[config.mk]
export PLATFORM = sky130hd
export DESIGN_NAME = i2c_humidity_sensor_reader
export DESIGN_NICKNAME = d
export VERILOG_FILES = /design/src/rtl/ihsr_pkg.sv /design/src/rtl/ihsr_convert.sv /design/src/rtl/ihsr_engine.sv /design/src/rtl/i2c_humidity_sensor_reader.sv
export SDC_FILE = /design/constraint.sdc
export NUM_CORES = 1
export LEC_CHECK = 0
export ABC_CLOCK_PERIOD_IN_PS = 13300
export BUFFER_PORTS_ARGS = -buffer_cell sky130_fd_sc_hd__buf_2
export CAP_MARGIN = 15
export CORE_ASPECT_RATIO = 0.7
export CORE_MARGIN = 3
export CORE_UTILIZATION = 35
export CTS_CLUSTER_DIAMETER = 80
export DETAILED_ROUTE_END_ITERATION = 8
export PLACE_DENSITY = 0.53
export SLEW_MARGIN = 20
export SYNTH_ARGS = -nofsm -noshare
export SYNTH_HDL_FRONTEND = slang
export SYNTH_SLANG_ARGS = --single-unit
[constraint.sdc]
create_clock -name clock -period 13.3 [get_ports clock]
set_input_delay 1.995 -clock clock [delete_from_list [all_inputs] [get_ports clock]]
set_output_delay 1.995 -clock clock [all_outputs]
set_load 0.02 [all_outputs]
[src/rtl/ihsr_pkg.sv]
// Shared types, constants and helpers for the I2C humidity sensor reader.
`default_nettype none
package ihsr_pkg;

   localparam int CNT_W = 24;

   // conversion constants, results in hundredths
   localparam logic [14:0] TEMP_SPAN   = 15'd17500;
   localparam logic [14:0] TEMP_OFFSET = 15'd4500;
   localparam logic [13:0] HUM_SPAN    = 14'd10000;
   localparam logic [15:0] ROUND_HALF  = 16'd32767;
   localparam logic [15:0] FULL_SCALE  = 16'hFFFF;

   typedef enum logic [2:0] {
      CSR_DEVICE_ADDRESS = 3'd0,
      CSR_COMMAND_HIGH   = 3'd1,
      CSR_COMMAND_LOW    = 3'd2,
      CSR_HALF_PERIOD    = 3'd3,
      CSR_ACK_TIMEOUT    = 3'd4,
      CSR_CONV_WAIT      = 3'd5,
      CSR_RETRY_WAIT     = 3'd6
   } csr_index_type;

   typedef struct packed {
      logic [6:0]  device_address;
      logic [7:0]  command_high;
      logic [7:0]  command_low;
      logic [15:0] half_period_ticks;
      logic [7:0]  ack_timeout;
      logic [23:0] conversion_wait_ticks;
      logic [23:0] retry_wait_ticks;
   } cfg_type;

   typedef struct packed {
      logic clock_line;
      logic data_line;
      logic data_drive_enable;
      logic busy_res;
      logic done_res;
      logic failed;
   } pins_type;

   // floor(p / 65535) for p below 2^31: estimate by shift, then one correction
   function automatic logic [14:0] div_full_scale(input logic [30:0] p);
      logic [14:0] q_est;
      logic [16:0] rem;
      begin
         q_est = p[30:16];
         rem   = {1'b0, p[15:0]} + {2'b00, q_est};
         if (rem >= {1'b0, FULL_SCALE}) begin
            div_full_scale = q_est + 15'd1;
         end else begin
            div_full_scale = q_est;
         end
      end
   endfunction

endpackage
`default_nettype wire

[src/rtl/ihsr_convert.sv]
// Two-stage conversion of raw sensor words into hundredths.
`default_nettype none
module ihsr_convert (
   input  wire logic        clock,
   input  wire logic [15:0] temperature_raw,
   input  wire logic [15:0] humidity_raw,
   output logic [14:0]      temperature_q,
   output logic [13:0]      humidity_q
);

   logic [30:0] t_prod_ff, t_prod_in;
   logic [29:0] h_prod_ff, h_prod_in;
   logic [14:0] t_q_ff, t_q_in;
   logic [13:0] h_q_ff, h_q_in;
   logic [14:0] h_div;

   // raw words settle many items before the done item, so free-running is enough
   assign t_prod_in = 31'(temperature_raw * ihsr_pkg::TEMP_SPAN)
                    + {15'd0, ihsr_pkg::ROUND_HALF};
   assign h_prod_in = 30'(humidity_raw * ihsr_pkg::HUM_SPAN)
                    + {14'd0, ihsr_pkg::ROUND_HALF};

   assign t_q_in = ihsr_pkg::div_full_scale(t_prod_ff);
   assign h_div  = ihsr_pkg::div_full_scale({1'b0, h_prod_ff});
   assign h_q_in = h_div[13:0];

   always_ff @(posedge clock) begin
      t_prod_ff <= t_prod_in;
      h_prod_ff <= h_prod_in;
      t_q_ff    <= t_q_in;
      h_q_ff    <= h_q_in;
   end

   assign temperature_q = t_q_ff;
   assign humidity_q    = h_q_ff;

endmodule
`default_nettype wire

[src/rtl/ihsr_engine.sv]
// Bus sequencer: one tick per step, pin levels registered as the result.
`default_nettype none
module ihsr_engine (
   input  wire logic              clock,
   input  wire logic              reset,
   input  wire logic              step,
   input  wire logic              start_request,
   input  wire logic              sda_sample,
   input  wire ihsr_pkg::cfg_type cfg,
   output ihsr_pkg::pins_type     pins,
   output logic [15:0]            temperature_raw,
   output logic [15:0]            humidity_raw
);

   typedef enum logic [4:0] {
      PH_IDLE, PH_START_A, PH_START_B, PH_WR_LOW, PH_WR_HIGH,
      PH_ACK_LOW, PH_ACK_HIGH, PH_ACK_POLL, PH_RD_LOW, PH_RD_HIGH,
      PH_MA_LOW, PH_MA_HIGH, PH_STOP_A, PH_STOP_B, PH_STOP_C,
      PH_CONV_WAIT, PH_RETRY_WAIT, PH_DONE, PH_FAIL
   } phase_type;

   typedef enum logic [1:0] {
      TGT_FAIL, TGT_CONV, TGT_RETRY, TGT_DONE
   } target_type;

   phase_type   phase_ff, phase_in;
   target_type  target_ff, target_in;
   logic        poll_ff, poll_in;
   logic [ihsr_pkg::CNT_W-1:0] tick_ff, tick_in;
   logic [3:0]  bit_ff, bit_in;
   logic [2:0]  byte_ff, byte_in;
   logic [7:0]  shift_ff, shift_in;
   logic [7:0]  ackcnt_ff, ackcnt_in;
   logic [15:0] temp_ff, temp_in;
   logic [15:0] hum_ff, hum_in;
   ihsr_pkg::pins_type pins_ff, pins_in;

   logic [ihsr_pkg::CNT_W-1:0] dur_raw, dur_eff, seg_next;
   logic [ihsr_pkg::CNT_W:0]   cnt_inc;
   logic        seg_done;
   logic [3:0]  bit_inc;
   logic [7:0]  rd_byte;
   logic        acked, ack_resolve;

   always_comb begin
      case (phase_ff)
         PH_CONV_WAIT:  dur_raw = ihsr_pkg::CNT_W'(cfg.conversion_wait_ticks);
         PH_RETRY_WAIT: dur_raw = ihsr_pkg::CNT_W'(cfg.retry_wait_ticks);
         default:       dur_raw = ihsr_pkg::CNT_W'(cfg.half_period_ticks);
      endcase
   end

   // a zero duration still lasts one tick
   assign dur_eff  = (dur_raw == '0) ? ihsr_pkg::CNT_W'(1) : dur_raw;
   assign cnt_inc  = {1'b0, tick_ff} + {{ihsr_pkg::CNT_W{1'b0}}, 1'b1};
   assign seg_done = cnt_inc >= {1'b0, dur_eff};
   assign seg_next = seg_done ? '0 : cnt_inc[ihsr_pkg::CNT_W-1:0];
   assign bit_inc  = bit_ff + 4'd1;
   assign rd_byte  = {shift_ff[6:0], sda_sample};
   assign acked    = !sda_sample;
   assign ack_resolve = acked || (ackcnt_ff >= cfg.ack_timeout);

   always_comb begin
      phase_in  = phase_ff;
      target_in = target_ff;
      poll_in   = poll_ff;
      tick_in   = tick_ff;
      bit_in    = bit_ff;
      byte_in   = byte_ff;
      shift_in  = shift_ff;
      ackcnt_in = ackcnt_ff;
      temp_in   = temp_ff;
      hum_in    = hum_ff;

      case (phase_ff)
         PH_IDLE, PH_DONE, PH_FAIL: begin
            if (start_request) begin
               poll_in  = 1'b0;
               byte_in  = '0;
               tick_in  = '0;
               phase_in = PH_START_A;
            end else begin
               phase_in = PH_IDLE;
            end
         end
         PH_START_A: begin
            tick_in = seg_next;
            if (seg_done) phase_in = PH_START_B;
         end
         PH_START_B: begin
            tick_in = seg_next;
            if (seg_done) begin
               shift_in = {cfg.device_address, poll_ff};
               bit_in   = '0;
               phase_in = PH_WR_LOW;
            end
         end
         PH_WR_LOW: begin
            tick_in = seg_next;
            if (seg_done) phase_in = PH_WR_HIGH;
         end
         PH_WR_HIGH: begin
            tick_in = seg_next;
            if (seg_done) begin
               shift_in = {shift_ff[6:0], 1'b0};
               bit_in   = bit_inc;
               phase_in = (bit_inc >= 4'd8) ? PH_ACK_LOW : PH_WR_LOW;
            end
         end
         PH_ACK_LOW: begin
            tick_in = seg_next;
            if (seg_done) phase_in = PH_ACK_HIGH;
         end
         PH_ACK_HIGH: begin
            tick_in = seg_next;
            if (seg_done) begin
               ackcnt_in = '0;
               phase_in  = PH_ACK_POLL;
            end
         end
         PH_ACK_POLL: begin
            if (ack_resolve) begin
               tick_in = '0;
               if (poll_ff) begin
                  if (acked) begin
                     byte_in  = '0;
                     shift_in = '0;
                     bit_in   = '0;
                     phase_in = PH_RD_LOW;
                  end else begin
                     target_in = TGT_RETRY;
                     phase_in  = PH_STOP_A;
                  end
               end else if (byte_ff == 3'd0) begin
                  if (acked) begin
                     byte_in  = 3'd1;
                     shift_in = cfg.command_high;
                     bit_in   = '0;
                     phase_in = PH_WR_LOW;
                  end else begin
                     target_in = TGT_FAIL;
                     phase_in  = PH_STOP_A;
                  end
               end else if (byte_ff == 3'd1) begin
                  // refusal of the first command byte is ignored
                  byte_in  = 3'd2;
                  shift_in = cfg.command_low;
                  bit_in   = '0;
                  phase_in = PH_WR_LOW;
               end else begin
                  target_in = acked ? TGT_CONV : TGT_FAIL;
                  phase_in  = PH_STOP_A;
               end
            end else begin
               ackcnt_in = ackcnt_ff + 8'd1;
            end
         end
         PH_RD_LOW: begin
            tick_in = seg_next;
            if (seg_done) phase_in = PH_RD_HIGH;
         end
         PH_RD_HIGH: begin
            tick_in = seg_next;
            if (seg_done) begin
               shift_in = rd_byte;
               bit_in   = bit_inc;
               if (bit_inc >= 4'd8) begin
                  case (byte_ff)
                     3'd0:    temp_in = {rd_byte, temp_ff[7:0]};
                     3'd1:    temp_in = {temp_ff[15:8], rd_byte};
                     3'd3:    hum_in  = {rd_byte, hum_ff[7:0]};
                     3'd4:    hum_in  = {hum_ff[15:8], rd_byte};
                     default: ;
                  endcase
                  phase_in = PH_MA_LOW;
               end else begin
                  phase_in = PH_RD_LOW;
               end
            end
         end
         PH_MA_LOW: begin
            tick_in = seg_next;
            if (seg_done) phase_in = PH_MA_HIGH;
         end
         PH_MA_HIGH: begin
            tick_in = seg_next;
            if (seg_done) begin
               if (byte_ff >= 3'd5) begin
                  target_in = TGT_DONE;
                  phase_in  = PH_STOP_A;
               end else begin
                  byte_in  = byte_ff + 3'd1;
                  shift_in = '0;
                  bit_in   = '0;
                  phase_in = PH_RD_LOW;
               end
            end
         end
         PH_STOP_A: begin
            tick_in = seg_next;
            if (seg_done) phase_in = PH_STOP_B;
         end
         PH_STOP_B: begin
            tick_in = seg_next;
            if (seg_done) phase_in = PH_STOP_C;
         end
         PH_STOP_C: begin
            tick_in = seg_next;
            if (seg_done) begin
               case (target_ff)
                  TGT_CONV:  phase_in = PH_CONV_WAIT;
                  TGT_RETRY: phase_in = PH_RETRY_WAIT;
                  TGT_DONE:  phase_in = PH_DONE;
                  default:   phase_in = PH_FAIL;
               endcase
            end
         end
         PH_CONV_WAIT, PH_RETRY_WAIT: begin
            tick_in = seg_next;
            if (seg_done) begin
               poll_in  = 1'b1;
               byte_in  = '0;
               phase_in = PH_START_A;
            end
         end
         default: begin
            phase_in = PH_IDLE;
            tick_in  = '0;
         end
      endcase
   end

   // pin levels follow the updated phase
   always_comb begin
      pins_in = '{clock_line: 1'b1, data_line: 1'b0, data_drive_enable: 1'b0,
                  busy_res: 1'b1, done_res: 1'b0, failed: 1'b0};
      case (phase_in)
         PH_START_A: begin
            pins_in.data_line = 1'b1;
            pins_in.data_drive_enable = 1'b1;
         end
         PH_START_B, PH_STOP_B: pins_in.data_drive_enable = 1'b1;
         PH_WR_LOW: begin
            pins_in.clock_line = 1'b0;
            pins_in.data_line = shift_in[7];
            pins_in.data_drive_enable = 1'b1;
         end
         PH_WR_HIGH: begin
            pins_in.data_line = shift_in[7];
            pins_in.data_drive_enable = 1'b1;
         end
         PH_ACK_LOW, PH_RD_LOW: pins_in.clock_line = 1'b0;
         PH_MA_LOW: begin
            pins_in.clock_line = 1'b0;
            pins_in.data_line = (byte_in >= 3'd5);
            pins_in.data_drive_enable = 1'b1;
         end
         PH_MA_HIGH: begin
            pins_in.data_line = (byte_in >= 3'd5);
            pins_in.data_drive_enable = 1'b1;
         end
         PH_STOP_A: begin
            pins_in.clock_line = 1'b0;
            pins_in.data_drive_enable = 1'b1;
         end
         PH_STOP_C: begin
            pins_in.data_line = 1'b1;
            pins_in.data_drive_enable = 1'b1;
         end
         PH_IDLE:  pins_in.busy_res = 1'b0;
         PH_DONE: begin
            pins_in.busy_res = 1'b0;
            pins_in.done_res = 1'b1;
         end
         PH_FAIL: begin
            pins_in.busy_res = 1'b0;
            pins_in.failed = 1'b1;
         end
         default: ;
      endcase
   end

   always_ff @(posedge clock) begin
      if (reset) begin
         phase_ff  <= PH_IDLE;
         target_ff <= TGT_FAIL;
         poll_ff   <= 1'b0;
         tick_ff   <= '0;
         bit_ff    <= '0;
         byte_ff   <= '0;
         shift_ff  <= '0;
         ackcnt_ff <= '0;
         temp_ff   <= '0;
         hum_ff    <= '0;
         pins_ff   <= '{clock_line: 1'b1, data_line: 1'b0, data_drive_enable: 1'b0,
                        busy_res: 1'b0, done_res: 1'b0, failed: 1'b0};
      end else if (step) begin
         phase_ff  <= phase_in;
         target_ff <= target_in;
         poll_ff   <= poll_in;
         tick_ff   <= tick_in;
         bit_ff    <= bit_in;
         byte_ff   <= byte_in;
         shift_ff  <= shift_in;
         ackcnt_ff <= ackcnt_in;
         temp_ff   <= temp_in;
         hum_ff    <= hum_in;
         pins_ff   <= pins_in;
      end
   end

   assign pins            = pins_ff;
   assign temperature_raw = temp_ff;
   assign humidity_raw    = hum_ff;

endmodule
`default_nettype wire

[src/rtl/i2c_humidity_sensor_reader.sv]
// An accepted item is held in the input register, then steps the sequencer into the result register.
// Throughput: one item per cycle while the result is not stalled; each item is one bus timing tick.
// A stalled result holds the sequencer; the input register takes one more item, then stalls.
// Conversion runs in two free-running stages fed by the stored raw words.
// Synchronous reset: sequencer idle, no item held, configuration registers at defaults.
`default_nettype none
module i2c_humidity_sensor_reader (
   input  wire logic               clock,
   input  wire logic               reset,
   input  wire logic               req_valid,
   output logic                    req_stall,
   input  wire logic               req_start_request,
   input  wire logic               req_sda_sample,
   output logic                    rsp_valid,
   input  wire logic               rsp_stall,
   output logic                    rsp_clock_line,
   output logic                    rsp_data_line,
   output logic                    rsp_data_drive_enable,
   output logic                    rsp_busy_res,
   output logic                    rsp_done_res,
   output logic                    rsp_failed,
   output logic signed [14:0]      rsp_temperature_centi,
   output logic [13:0]             rsp_humidity_centi,
   input  wire logic               csr_valid,
   output logic                    csr_ready,
   input  wire logic [2:0]         csr_index,
   input  wire logic [23:0]        csr_data
);

   ihsr_pkg::cfg_type  cfg_ff, cfg_in;
   ihsr_pkg::pins_type pins;
   logic        in_valid_ff, in_valid_in;
   logic        in_start_ff, in_sda_ff;
   logic        out_valid_ff, out_valid_in;
   logic        step, accept;
   logic [15:0] temperature_raw, humidity_raw;
   logic [14:0] temperature_q;
   logic [13:0] humidity_q;

   assign csr_ready = 1'b1;

   always_comb begin
      cfg_in = cfg_ff;
      if (csr_valid) begin
         case (ihsr_pkg::csr_index_type'(csr_index))
            ihsr_pkg::CSR_DEVICE_ADDRESS: cfg_in.device_address = csr_data[6:0];
            ihsr_pkg::CSR_COMMAND_HIGH:   cfg_in.command_high = csr_data[7:0];
            ihsr_pkg::CSR_COMMAND_LOW:    cfg_in.command_low = csr_data[7:0];
            ihsr_pkg::CSR_HALF_PERIOD:    cfg_in.half_period_ticks = csr_data[15:0];
            ihsr_pkg::CSR_ACK_TIMEOUT:    cfg_in.ack_timeout = csr_data[7:0];
            ihsr_pkg::CSR_CONV_WAIT:      cfg_in.conversion_wait_ticks = csr_data;
            ihsr_pkg::CSR_RETRY_WAIT:     cfg_in.retry_wait_ticks = csr_data;
            default: ;
         endcase
      end
   end

   // held item advances when the result slot is empty or draining
   assign step        = in_valid_ff && !(out_valid_ff && rsp_stall);
   assign req_stall   = in_valid_ff && !step;
   assign accept      = req_valid && !req_stall;
   assign in_valid_in = accept ? 1'b1 : (step ? 1'b0 : in_valid_ff);
   assign out_valid_in = step ? 1'b1 : (rsp_stall ? out_valid_ff : 1'b0);

   always_ff @(posedge clock) begin
      if (reset) begin
         cfg_ff <= '{device_address: 7'd68, command_high: 8'd44, command_low: 8'd6,
                     half_period_ticks: 16'd100, ack_timeout: 8'd250,
                     conversion_wait_ticks: 24'd50000,
                     retry_wait_ticks: 24'd100000};
         in_valid_ff  <= 1'b0;
         out_valid_ff <= 1'b0;
      end else begin
         cfg_ff       <= cfg_in;
         in_valid_ff  <= in_valid_in;
         out_valid_ff <= out_valid_in;
      end
   end

   always_ff @(posedge clock) begin
      if (accept) begin
         in_start_ff <= req_start_request;
         in_sda_ff   <= req_sda_sample;
      end
   end

   ihsr_engine u_engine (
      .clock           (clock),
      .reset           (reset),
      .step            (step),
      .start_request   (in_start_ff),
      .sda_sample      (in_sda_ff),
      .cfg             (cfg_ff),
      .pins            (pins),
      .temperature_raw (temperature_raw),
      .humidity_raw    (humidity_raw)
   );

   ihsr_convert u_convert (
      .clock           (clock),
      .temperature_raw (temperature_raw),
      .humidity_raw    (humidity_raw),
      .temperature_q   (temperature_q),
      .humidity_q      (humidity_q)
   );

   assign rsp_valid             = out_valid_ff;
   assign rsp_clock_line        = pins.clock_line;
   assign rsp_data_line         = pins.data_line;
   assign rsp_data_drive_enable = pins.data_drive_enable;
   assign rsp_busy_res          = pins.busy_res;
   assign rsp_done_res          = pins.done_res;
   assign rsp_failed            = pins.failed;
   // results read zero outside the done item
   assign rsp_temperature_centi = pins.done_res
                                ? signed'(temperature_q - ihsr_pkg::TEMP_OFFSET)
                                : 15'sd0;
   assign rsp_humidity_centi    = pins.done_res ? humidity_q : 14'd0;

endmodule
`default_nettype wire

## Word-level counts from Yosys, hierarchy flattened

Index checks and enable logic that the tools add are counted.

- Register bits after elaboration: 282
- Latch bits: 0
- RAM bits: 0
- Bits in read-only memories: 0
- Bits of input ports: 34
- Output and inout bits: 38
- Word-level logic and storage cells: 264
- Memories kept: 0

- Add/subtract/negate cells: 11
- $mul: 2
- Div/mod/pow operators: 0
- Magnitude comparators: 7
- Eq/ne operators: 62
- Shift operators: 0
- Multiplexer cells: 97
- Bitwise operators: 4
- Reductions and logical operators: 47

Operators with widths:

| operator | number |
|---|---|
| $mux W8 | 13 |
| $mux W24 | 4 |
| $mux W5 | 17 |
| $pmux W5 S16 | 1 |
| $pmux W24 S3 | 1 |
| $eq A5 B4 Y1 const B | 14 |
| $pmux W16 S2 | 2 |
| $pmux W24 S2 | 1 |
| $mux W4 | 11 |
| $pmux W8 S5 | 1 |
| $mux W3 | 13 |
| $ge A17 B16 Y1 const B | 2 |
| $add A31 B15 Y31 const B | 1 |
| $add A30 B15 Y30 const B | 1 |
| $eq A5 B3 Y1 const B | 6 |
| $mux W15 | 2 |
| $mul A16 B13 Y29 const B | 1 |
| $mux W14 | 2 |
| $mul A16 B10 Y26 const B | 1 |
| $add A24 B1 Y25 const B | 1 |
| $eq A5 B5 Y1 const B | 5 |
| $ge A25 B24 Y1 | 1 |
| $logic_not A24 Y1 | 1 |
| $reduce_and A6 Y1 | 4 |
| 51 further kinds | 124 |

## Logic depth before layout (Yosys ltp)

Gate-level depths: netlist (run 1).

- Depth after elaboration: 10
- Mapped depth: 25
- Gate-level depth less buffers: 20

## By module

From an unflattened synthesis (run 1), not the netlist that was laid out.

- Cells, all modules: 2556
- Area total of the unflattened synthesis: 21246.6 um^2

Modules (own cells, without submodules):

| module | times used | cells an instance | area each (um^2) | sequential area each (um^2) |
|---|---|---|---|---|
| ihsr_convert | 1 | 1227 | 10879.2 | 1681.6 |
| ihsr_engine | 1 | 838 | 6398.6 | 1861.8 |
| i2c_humidity_sensor_reader | 1 | 491 | 3968.8 | 2001.9 |

## Worst setup path before layout (run 1)

Ideal clock, no wire load.

- Kind: reg2reg
- Start point: register u_engine.hum_ff[7] (netlist: u_engine.humidity_raw[7])
- End point: register u_convert.h_prod_ff[29]
- Library setup time: 0.072 ns
- Data arrival time: 5.232 ns
- Required time: 13.228 ns
- Path slack: 7.996 ns
- Stages on the path, launching flop included: 19
- Buffers on the path: 0
- Period minus slack after synthesis: 5.304 ns
- Path through: dfxtp_1 fa_1 ha_1 inv_1 fa_1 inv_1 ha_1 inv_1 fa_1 inv_1 ha_1 a211o_1 or3_1 a31oi_1 xor2_1 or3b_2 or2_2 nor4_1 xnor2_1

- Word-level cells in the longest chain between the ends: 2

RTL lines:

| what | line | source |
|---|---|---|
| from (decl) | ihsr_engine.sv:35 | `logic [15:0] hum_ff, hum_in;` |
| from (signal assigned) | ihsr_engine.sv:307 | `hum_ff <= hum_in;` |
| $mul A16 B10 Y26 | ihsr_convert.sv:20 | `assign h_prod_in = 30'(humidity_raw * ihsr_pkg::HUM_SPAN)` |
| $add A30 B15 Y30 | ihsr_convert.sv:21 | `+ {14'd0, ihsr_pkg::ROUND_HALF};` |
| net u_convert.h_prod_in[29] | ihsr_convert.sv:12 | `logic [29:0] h_prod_ff, h_prod_in;` |
| to (signal assigned) | ihsr_convert.sv:29 | `h_prod_ff <= h_prod_in;` |
| to (decl) | ihsr_convert.sv:12 |  |

The timed path passes the listed nets, and every way through them passes these cells.
A chain may end at the register's enable or synchronous reset.

## Worst setup path after layout (run 1)

- Start point: register u_engine.phase_ff[1]
- End point: register u_engine.pins_ff, in the netlist u_engine.pins[4]

- Word-level cells in the longest chain between the ends: 10
- Elaborated cells on any way between the ends: 60
- Classes of those cells: order compare: 2; eq/ne: 24; mux: 27; reduce/logical: 7

RTL lines:

| what | line | source |
|---|---|---|
| from (decl) | ihsr_engine.sv:26 | `phase_type phase_ff, phase_in;` |
| from (signal assigned) | ihsr_engine.sv:298 | `phase_ff <= phase_in;` |
| $eq A5 B5 Y1 or $eq A5 B4 Y1 (tied branches) | ihsr_engine.sv:46, ihsr_engine.sv:75 |  |
| $pmux W24 S2 | ihsr_engine.sv:46 | `case (phase_ff)` |
| $logic_not A24 Y1 | ihsr_engine.sv:54 | `assign dur_eff = (dur_raw == '0) ? ihsr_pkg::CNT_W'(1) : dur_raw;` |
| $mux W24 | ihsr_engine.sv:54 |  |
| $ge A25 B24 Y1 | ihsr_engine.sv:56 | `assign seg_done = cnt_inc >= {1'b0, dur_eff};` |
| $mux W5 (tied with other cells) | ihsr_engine.sv:220 | `if (seg_done) begin` |
| $pmux W5 S16 | ihsr_engine.sv:75 | `case (phase_ff)` |
| $eq A5 B1 Y1 (tied with other cells) | ihsr_engine.sv:237 | `case (phase_in)` |
| $reduce_or A2 Y1 (no line) | n/a |  |
| $pmux W1 S3 (*) | ihsr_engine.sv:237 |  |
| to (signal assigned) | ihsr_engine.sv:295 | `pins_ff <= '{clock_line: 1'b1, data_line: 1'b0, data_drive_enable: 1'b0,` |
| to (signal assigned) | ihsr_engine.sv:308 | `pins_ff <= pins_in;` |
| to (decl) | ihsr_engine.sv:36 | `ihsr_pkg::pins_type pins_ff, pins_in;` |

Every way passes the cells marked *; elsewhere a longest branch is shown, timed or not. The select of a mux whose other input is x is not followed.

==> results.tsv, run 1 <==
metric	value	unit
synth_area	0.0207	mm²
postSynthCellCount	2530	
skew	0.0181	ns
gr-total-overflow	0	
report.final.slew_viol_count	0	
final_core_util	39.7	%
core	0.0575	mm²
dr.pass1.iters	7	
cts_tree	built	
synth-edff-count	2	
insertion_delay	0.59	ns
placement.io_buffers	70	
grt_max_degree	107	
setup_viol	0	
place_ws	7.17	ns
clockRootBuffer	clkbuf_16	
status	complete, no violations	
critPathKind	reg2reg	
nets	2917	
holdBufCountCts	0	
ir_worst_vdd	0.0000944	V
yosys.cell_types.count	86	
clk_pin_slew	0.06	ns
r2r_slack	7.15	ns
dpl-instance-area	0.0217	mm²
power_density	83.4	mW/mm²
wl	52900	µm
combPwrFrac	6.4	%
max_freq	163	MHz
switching_share	24.7	%
maxSlewHeadroom	29.0	%
area_growth	10.5	%
postCtsSetupRepairBufs	0	
track_usage	17.0	%
ctsResizeCount	0	
dr_total_vias	17115	
yosys.area.top_type	dfxtp_1	
timing.hold.ws	0.455	ns
grt_pass1_wl	87100	µm
gp_congestion	0.866	
async_flop_share	0	%
n_fill_cell	5834	
dieArea	0.0620	mm²
rows	73	
stdcell_count	3337	
routedWlPerCell	15.9	µm
yosys_warnings	0	
critPathLaunchType	register	
clkPwrFrac	48.9	%
cts.htree.levels	1	
antenna_found_initial	1	
total_power	1.91	mW
design_area	0.0228	mm²
critPathMaxFanout	27	
setup_tns	0	ns
cp-startpoint	u_engine.phase_ff[1]	
min_path_type	reg2reg	
drtAntennaViolNets	0	
dp_cells	3278	
hold_violations	0	
drtIter0Drc	1221	
drc_errors	0	
cp-end-kind	register	
tightest_slew	1.06	ns
numCtsBuffers	31	
rsz0062_at_grt	no	
yosys.area.top_type_share	26.5	%
maxCapViolations	0	
vias_per_cell	5.13	
reg2reg_depth	19	
crit_end	u_engine.pins[4]	
clock_sinks	276	
leakagePower	10.4	nW
fin_ws	7.15	ns
clockBufferDepth	3	
intPower	1.43	mW
synth_fp_nets	2886	
synth.avg_cell_area	8.17	µm²
io_pins	72	
die_w	296	µm
synth-seq-cells	276	
start_util	35.9	%
grt_pass1_vias	16099	
synthFlopType	dfxtp_1	
dieHeight	209	µm
p_seq_share	44.7	%
p_sw	0.471	mW
r2r_start	u_engine.phase_ff[1]	
hpwlAfterDp	40900	µm
synth.area.top_cells	dfxtp_1, ha_1, fa_1, nand2_1, inv_1	
r2r-end	u_engine.pins[4]	
drive_gt1_share	6.23	%
arrival	6.58	ns
period_share	46.2	%
worst_ep_required_time	13.73	ns
fin_crit	6.15	ns
synth_seq_area_share	26.8	%
## area by class of cell
class	instances	area, µm²	share of cell area [%]
Tap cell	750	938	4.11
Sequential cell	276	5550	24.3
Clock buffer	40	860	3.76
Antenna cell	1	2.50	0.0110
Multi-Input combinational cell	1884	13700	60.0
Clock inverter	18	256	1.12
Inverter	285	1070	4.68
Timing Repair Buffer	83	454	1.99
## registers in the layout, summed over array words and instances (netlist names), 2 cells and up
| signal | cells |
|---|---|
| u_engine.ackcnt_ff | 8 |
| u_engine.pins | 6 |
| u_engine.temperature_raw | 16 |
| u_engine.shift_ff | 8 |
| u_convert.humidity_q | 14 |
| u_convert.h_prod_ff | 26 |
| u_engine.target_ff | 2 |
| u_convert.t_prod_ff | 29 |
| u_engine.byte_ff | 3 |
| u_engine.bit_ff | 4 |
| cfg_ff | 95 |
| u_engine.humidity_raw | 16 |
| u_engine.tick_ff | 24 |
| u_engine.phase_ff | 5 |
| u_convert.temperature_q | 15 |
## logic make-up (layout without fill, tap and decap cells)
logic type | after synthesis | after routing | synth area share (%)
AND/OR/NAND/NOR | 874 | 874 | 20.3
AO/OA/AOI/OAI | 494 | 494 | 15.3
buffers and inverters | 370 | 426 | 6.87
adder cells (fa/ha/maj) | 322 | 322 | 22.4
flip-flops | 276 | 276 | 26.8
XOR/XNOR | 168 | 168 | 7.12
multiplexers | 25 | 25 | 1.22
other | 1 | 2 | 0.0182
## worst min path at each step
stage / start / endpoint / slack [ns] / cells after the start
floorplan: cfg_ff[40] / cfg_ff[40] / 0.44 / 2
global placement: cfg_ff[78] / cfg_ff[78] / 0.44 / 2
detailed placement: u_engine.pins[5] / u_engine.pins[5] / 0.45 / 1
CTS: cfg_ff[37] / cfg_ff[37] / 0.46 / 2
global route: u_engine.pins[5] / u_engine.pins[5] / 0.47 / 1
finish: u_engine.pins[0] / u_engine.pins[0] / 0.46 / 2
## critical path, cell delays in order, from the launching register on
cell	delay [ns]
dfxtp_1	0.90
nor2_1	0.16
and3_1	0.57
nor2_1	0.21
buf_4	0.27
a21oi_1	0.19
nand4_1	0.13
nor3_1	0.07
a221o_1	0.33
ha_1	0.19
nand2b_1	0.13
a21oi_1	0.12
o221ai_1	0.13
a21boi_1	0.64
or2_1	0.62
a2111oi_1	0.13
a2111o_1	0.57
and3b_1	0.24
nor3_1	0.24
a311oi_1	0.13
## layout by cell type (no fill, tap or decap), drive strengths merged, types with 22 or more instances in the layout
cell	n
clkbuf	40
ha	242
xor2	64
and2	34
o21ai	71
nand4	32
nand2b	22
and3	27
a22oi	26
nand3b	31
nor2	179
nand3	92
nor3	62
inv	287
nand2	306
mux2i	24
fa	80
a21oi	206
xnor2	104
dfxtp	274
nor2b	26
buf	83
## synthesized netlist by cell type (5+ instances only)
library cell and number:
a31oi_1 7, or2_2 5, and4_1 6, o211ai_1 11, nor3b_1 12, a22o_1 16
o21a_1 16, o21bai_1 6, o21ai_0 69, a21oi_1 206, nand3b_1 30, nor2b_1 26
o22ai_1 11, nand4_1 32, a211oi_1 21, mux2i_1 24, or3_1 13, a21boi_0 6
clkbuf_1 72, and2_1 34, xor2_1 64, o31ai_1 6, nor2_1 179, fa_1 80
nor3_1 61, nor4_1 15, and3_1 27, buf_2 6, a21o_1 20, dfxtp_1 274
a22oi_1 26, ha_1 242, xnor2_1 104, nand2b_1 22, a2111oi_0 7, nand2_1 306
nand3_1 92, inv_1 285, a211o_1 15
## routing by layer
layer	track usage (%)	wire [µm]	up-vias
li1	-	-	8713
met3	2.26	2820	59
met4	3.40	1010	0
met5	0	0	-
met2	23.4	20500	373
met1	27.7	28600	7970
## power groups by stage
stage	combinational, mW	sequential, mW	clock, mW
5_1_grt	0.135	0.852	0.990
3_3_place_gp	0.119	0.870	0
3_5_place_dp	0.120	0.870	0
4_1_cts	0.120	0.851	0.960
6_report	0.122	0.852	0.932
2_1_floorplan	0.0844	0.863	0
Note: power is estimated with default switching activity, not from simulation.
==> run 2, diff against run 1 <==
Settings changed: ABC_AREA set to 1, ABC_CLOCK_PERIOD_IN_PS 13300 to 5400, PLACE_DENSITY 0.53 to 0.55.
Clock period 13.3 ns to 5.4 ns, I/O delays scaled along.
==> run 2 against run 1 <==
Synthesized cell count rose by 20%. Register-to-register slack got worse by 6.8 ns. Clock skew rose by 0.025 ns. Sequential power rose to 2.5 times the previous value. Clock power rose to 2.6 times the previous value. Combinational power rose to 4.7 times the previous value. Highest routed layer unchanged.
==> results.tsv, run 2 <==
metric	value	unit
status	complete, no violations	
max_freq	196	MHz
tightest_slew	0.940	ns
worst_ep_required_time	5.85	ns
grt_pass1_vias	17390	
drive_gt1_share	8.43	%
combPwrFrac	11.1	%
grt_pass1_wl	95700	µm
clk_pin_slew	0.07	ns
holdBufCountCts	0	
drc_errors	0	
cts.htree.levels	2	
dpl-instance-area	0.0233	mm²
stdcell_count	3963	
drtAntennaViolNets	0	
layout_common_cells	inv_1, nand2_1, nor2_1, dfxtp_1, ha_1	
total_power	5.12	mW
hpwlAfterDp	46300	µm
place_ws	0.205	ns
clockRootBuffer	clkbuf_16	
skew	0.0429	ns
grt_max_degree	65	
insertion_delay	0.57	ns
leakagePower	12.3	nW
clkPwrFrac	47.1	%
largest_reg_flops	95	
wirelength_met1	33800	µm
yosys_warnings	0	
synthFlopType	dfxtp_1	
fin_ws	0.307	ns
final_common_cell	inv_1	
yosysMostFrequentCell	inv_1	
p_sw	1.47	mW
antenna_found_initial	0	
dr.pass1.iters	5	
ir_worst_vdd	0.000170	V
timing.hold.ws	0.413	ns
async_flop_share	0	%
numCtsBuffers	35	
gp_congestion	0.900	
synth_area	0.0219	mm²
postSynthCellCount	3033	
drtIter0Drc	1523	
area_growth	12.3	%
intPower	3.65	mW
p_seq_share	41.8	%
arrival	5.54	ns
wl	59000	µm
report.final.slew_viol_count	0	
synth.area.top_cells	dfxtp_1, ha_1, inv_1, nand2_1, fa_1	
regMostFlops	cfg_ff	
routedWlPerCell	14.9	µm
dr_total_vias	19176	
min_path_type	in2reg	
yosys.cell_types.count	66	
cts_tree	built	
track_usage	17.8	%
critPathKind	reg2reg	
setup_viol	0	
antenna_cells	0	
synth_fp_nets	3389	
cp-end-kind	register	
start_util	35.5	%
maxSlewHeadroom	37.0	%
fin_crit	5.09	ns
dieArea	0.0657	mm²
design_area	0.0246	mm²
synth-seq-cells	276	
clockBufferDepth	3	
dp_cells	3896	
synthTopCellsByCount	inv_1, nand2_1, dfxtp_1, nor2_1, ha_1	
n_fill_cell	6423	
wl_met3	3210	µm
rsz0062_at_grt	yes	
yosys.area.top_type	dfxtp_1	
synth.avg_cell_area	7.23	µm²
synth_seq_area_share	25.3	%
met2WireLength	21100	µm
vias_per_cell	4.84	
core	0.0617	mm²
period_share	94.3	%
maxCapViolations	0	
die_w	305	µm
critPathLaunchType	register	
hold_violations	0	
placement.io_buffers	70	
gr-total-overflow	0	
largestRegisters	cfg_ff: 95 flops, u_convert.t_prod_ff: 29 flops, u_convert.h_prod_ff: 26 flops	
top_layer	met4	
dieHeight	215	µm
rows	76	
power_density	208	mW/mm²
nets	3474	
critPathMaxFanout	5	
clock_sinks	276	
synth-edff-count	2	
switching_share	28.7	%
io_pins	72	
yosys.area.top_type_share	25.0	%
run 2: changes by cell type after synthesis, sizes merged, moves of 28 or more:
cell / change
a21oi: +28
and2: -34
inv: +292
nand2: +197
nand3: +49
nor2: +113
o21ai: +112
xnor2: -67
xor2: +47
run 2: cells by family after synthesis:
group                      after synthesis  synth area share, %
AOI/OAI and AO/OA                      553                 14.4
xor gates and xnor gates               148                 6.02
adders and majority gates              322                 21.1
buffers and inverters                  650                 11.4
DFF                                    276                 25.3
other                                    1               0.0171
and+or+nand+nor                       1083                 21.7
run 2: worst max-delay path, cell delays in order, from the launching register on:
cell     delay, ns
dfxtp_1       0.33
buf_4         0.17
fa_1          0.47
ha_1          0.28
inv_1         0.05
fa_1          0.53
inv_1         0.04
ha_1          0.26
inv_1         0.05
fa_1          0.49
inv_1         0.04
ha_1          0.35
a21oi_1       0.24
o21a_1        0.16
nand2_1       0.07
a31o_2        0.23
xor2_1        0.21
inv_1         0.11
nor3_1        0.30
nand3_1       0.21
inv_1         0.14
nand3_1       0.09
xor2_1        0.16
run 2: stage by stage:
stage	utilization, %	setup TNS [ns]
5_1_grt	39.9	-0.0481
6_report	39.9	0
3_5_place_dp	37.8	0
2_1_floorplan	-	0
3_3_place_gp	37.8	0
4_1_cts	39.7	0
run 2: path summary, 6_finish.rpt:
path	startpoint	endpoint	slack, ns	cells after the start
setup reg to reg	u_engine.humidity_raw[5]	u_convert.h_prod_ff[25]	0.31	22
setup / recovery	u_engine.humidity_raw[5]	u_convert.h_prod_ff[25]	0.31	22
hold / removal	req_start_request	in_start_ff	0.41	1
hold reg to reg	cfg_ff[87]	cfg_ff[87]	0.45	2
run 2: power groups by stage:
| stage | combinational (mW) | clock (mW) | sequential, mW |
|---|---|---|---|
| 2_1_floorplan | 0.403 | 0 | 2.16 |
| 3_3_place_gp | 0.563 | 0 | 2.18 |
| 3_5_place_dp | 0.562 | 0 | 2.18 |
| 4_1_cts | 0.564 | 2.49 | 2.14 |
| 5_1_grt | 0.642 | 2.56 | 2.14 |
| 6_report | 0.570 | 2.41 | 2.14 |
run 2: layer usage:
metal,global-route usage (%),up-vias
met3,2.52,62
met5,0,-
met4,3.74,0
li1,-,10001
met1,30.0,8678
met2,22.9,435
run 2: final cells by class:
type / instances / area, µm² / area share, %
clock buffers: 44 / 960 / 3.90
clock inverters: 19 / 240 / 0.976
inverters: 582 / 2190 / 8.90
multi-input cells: 2107 / 13900 / 56.6
flip-flops and latches: 276 / 5550 / 22.5
well taps: 819 / 1020 / 4.16
repair buffers: 116 / 708 / 2.88
run 2: timing repair:
action	CTS	global route
setup buffers	0	4
hold endpoints to repair	0	0
resized for setup	0	15
endpoints found under the setup margin	0	18
==> run 3, diff against run 2 <==
Settings changed: CORE_UTILIZATION 35 to 50, CTS_CLUSTER_DIAMETER 80 to 30, PLACE_DENSITY 0.55 to 0.69.
==> run 3 against run 2 <==
Via count up 4.5%. Combinational power up 5.1%. Final cell count down 4.6%. Global-route usage up 6.9 points. Clock skew up 0.0082 ns. Clock power up 51%. Highest routed layer unchanged. Sequential share of layout area down 0.55 points. Worst hold slack worse by 0.040 ns. Largest power group unchanged. Die area down 29%. Register-to-register slack better by 0.02 ns. Count of clock-buffer cells in the layout up 20.
==> results.tsv, run 3 (synthesis results as in run 2) <==
metric	value	unit
status	complete, no violations	
layout_common_cells	inv_1, nand2_1, dfxtp_1, nor2_1, ha_1	
gp_congestion	0.941	
power_density	253	mW/mm²
placement.io_buffers	70	
grt_max_degree	65	
critPathLaunchType	register	
arrival	5.59	ns
maxSlewHeadroom	37.4	%
antenna_found_initial	0	
clock_sinks	276	
slowest_stage	fa_1	
largestRegisters	cfg_ff: 95 flops, u_convert.t_prod_ff: 29 flops, u_convert.h_prod_ff: 26 flops	
clockRootBuffer	clkbuf_16	
vias_per_cell	5.30	
max_freq	197	MHz
cp-end-kind	register	
io_pins	72	
drc_errors	0	
track_usage	24.7	%
drtAntennaViolNets	0	
maxCapViolations	0	
total_power	6.39	mW
worst_ep_required_time	5.92	ns
regMostFlops	cfg_ff	
hpwlAfterDp	44800	µm
largest_reg_flops	95	
crit_buf_inv	4	
drtIter0Drc	1690	
insertion_delay	0.62	ns
leakagePower	12.7	nW
numCtsBuffers	59	
dr_total_vias	20047	
grt_pass1_vias	19307	
crit_family	adder cells	
wl	57600	µm
report.final.slew_viol_count	0	
dieHeight	181	µm
fin_crit	5.07	ns
grt_pass1_wl	95900	µm
critPathKind	reg2reg	
cts.htree.levels	2	
rows	63	
routedWlPerCell	15.2	µm
ir_worst_vdd	0.000249	V
tightest_slew	0.930	ns
min_path_type	in2reg	
hold_violations	0	
die_w	256	µm
stdcell_count	3781	
gr-total-overflow	0	
area_growth	15.2	%
final_common_cell	inv_1	
drive_gt1_share	10.1	%
skew	0.0511	ns
antenna_cells	0	
start_util	51.2	%
setup_viol	0	
clk_pin_slew	0.05	ns
critPathMaxFanout	6	
dieArea	0.0464	mm²
setup_tns	0	ns
crit_path_max_incr_delay	0.52	ns
nets	3503	
timing.hold.ws	0.373	ns
dp_cells	3666	
dr.pass1.iters	5	
period_share	93.9	%
cts_tree	built	
crit_chain	ha_1, inv_1, fa_1, inv_1, ha_1, fa_1, inv_1, fa_1, inv_1, ha_1, nand4_1, o21ai_4, nand2_1, nand2_2, nand3_1, nand2_1, xor2_1, nand2_1, nor2_2, o2111ai_1, nand2_1, xor2_1	
clockBufferDepth	3	
core	0.0428	mm²
==> run 3: cell types whose count changed in the layout (fill, tap and decap cells not counted), sizes merged <==
| cell | previous run | this run |
|---|---|---|
| bufinv | 2 | 6 |
| buf | 116 | 121 |
| clkinv | 12 | 24 |
| clkbuf | 44 | 64 |
| clkinvlp | 8 | 13 |
| inv | 579 | 585 |
==> run 3: area by class of cell <==
cell class / instances / area [µm²]
multi-input cells: 2107 / 14000
fillers: 3940 / 17600
flip-flops and latches: 276 / 5550
well taps: 585 / 732
clock inverters: 46 / 531
inverters: 582 / 2190
repair buffers: 121 / 758
clock buffers: 64 / 1530
==> run 3: stage by stage <==
stage               instance area [µm²]  utilization [%]  setup WS, ns
floorplan                         21900                -         0.564
global route                      25200             59.0       -0.0224
detailed placement                23100             53.9         0.218
CTS                               25100             58.7         0.164
finish                            25200             59.0         0.328
global placement                  23100             53.9         0.285
==> run 3: final timing paths <==
| path | startpoint | end | slack (ns) | cells after the start |
|---|---|---|---|---|
| worst min register to register | cfg_ff[44] | cfg_ff[44] | 0.45 | 2 |
| worst max register to register | u_engine.temperature_raw[7] | u_convert.t_prod_ff[25] | 0.33 | 22 |
| worst max-delay path | u_engine.temperature_raw[7] | u_convert.t_prod_ff[25] | 0.33 | 22 |
| worst min-delay path | req_start_request | in_start_ff | 0.37 | 1 |
==> run 3: power by group <==
group | switching (mW) | internal [mW]
sequential | 0.0432 | 2.09
clock | 1.30 | 2.36
combinational | 0.406 | 0.193
total | 1.74 | 4.65
==> run 3: metal layers <==
metal,global-route usage [%],share of wire (%),routed length [µm]
met1,37.7,50,29000
met2,36.3,40,23100
met3,4.53,8.4,4850
met4,4.17,1.1,650
met5,0,0,0
==> run 3: timing repair <==
action | CTS | global route
endpoints found under the setup margin | 0 | 40
setup buffers | 0 | 5
resized for setup | 0 | 19
hold buffers | 0 | 0
==> run 3: worst register-to-register path: cells and delay by family (launching register included) <==
kind | cells | cell delay, ns
adder cells (fa/ha/maj) | 6 | 2.49
AND/OR/NAND/NOR | 8 | 1.10
XOR/XNOR | 2 | 0.44
AO/OA/AOI/OAI | 2 | 0.39
flip-flops | 1 | 0.37
buffers and inverters | 4 | 0.18
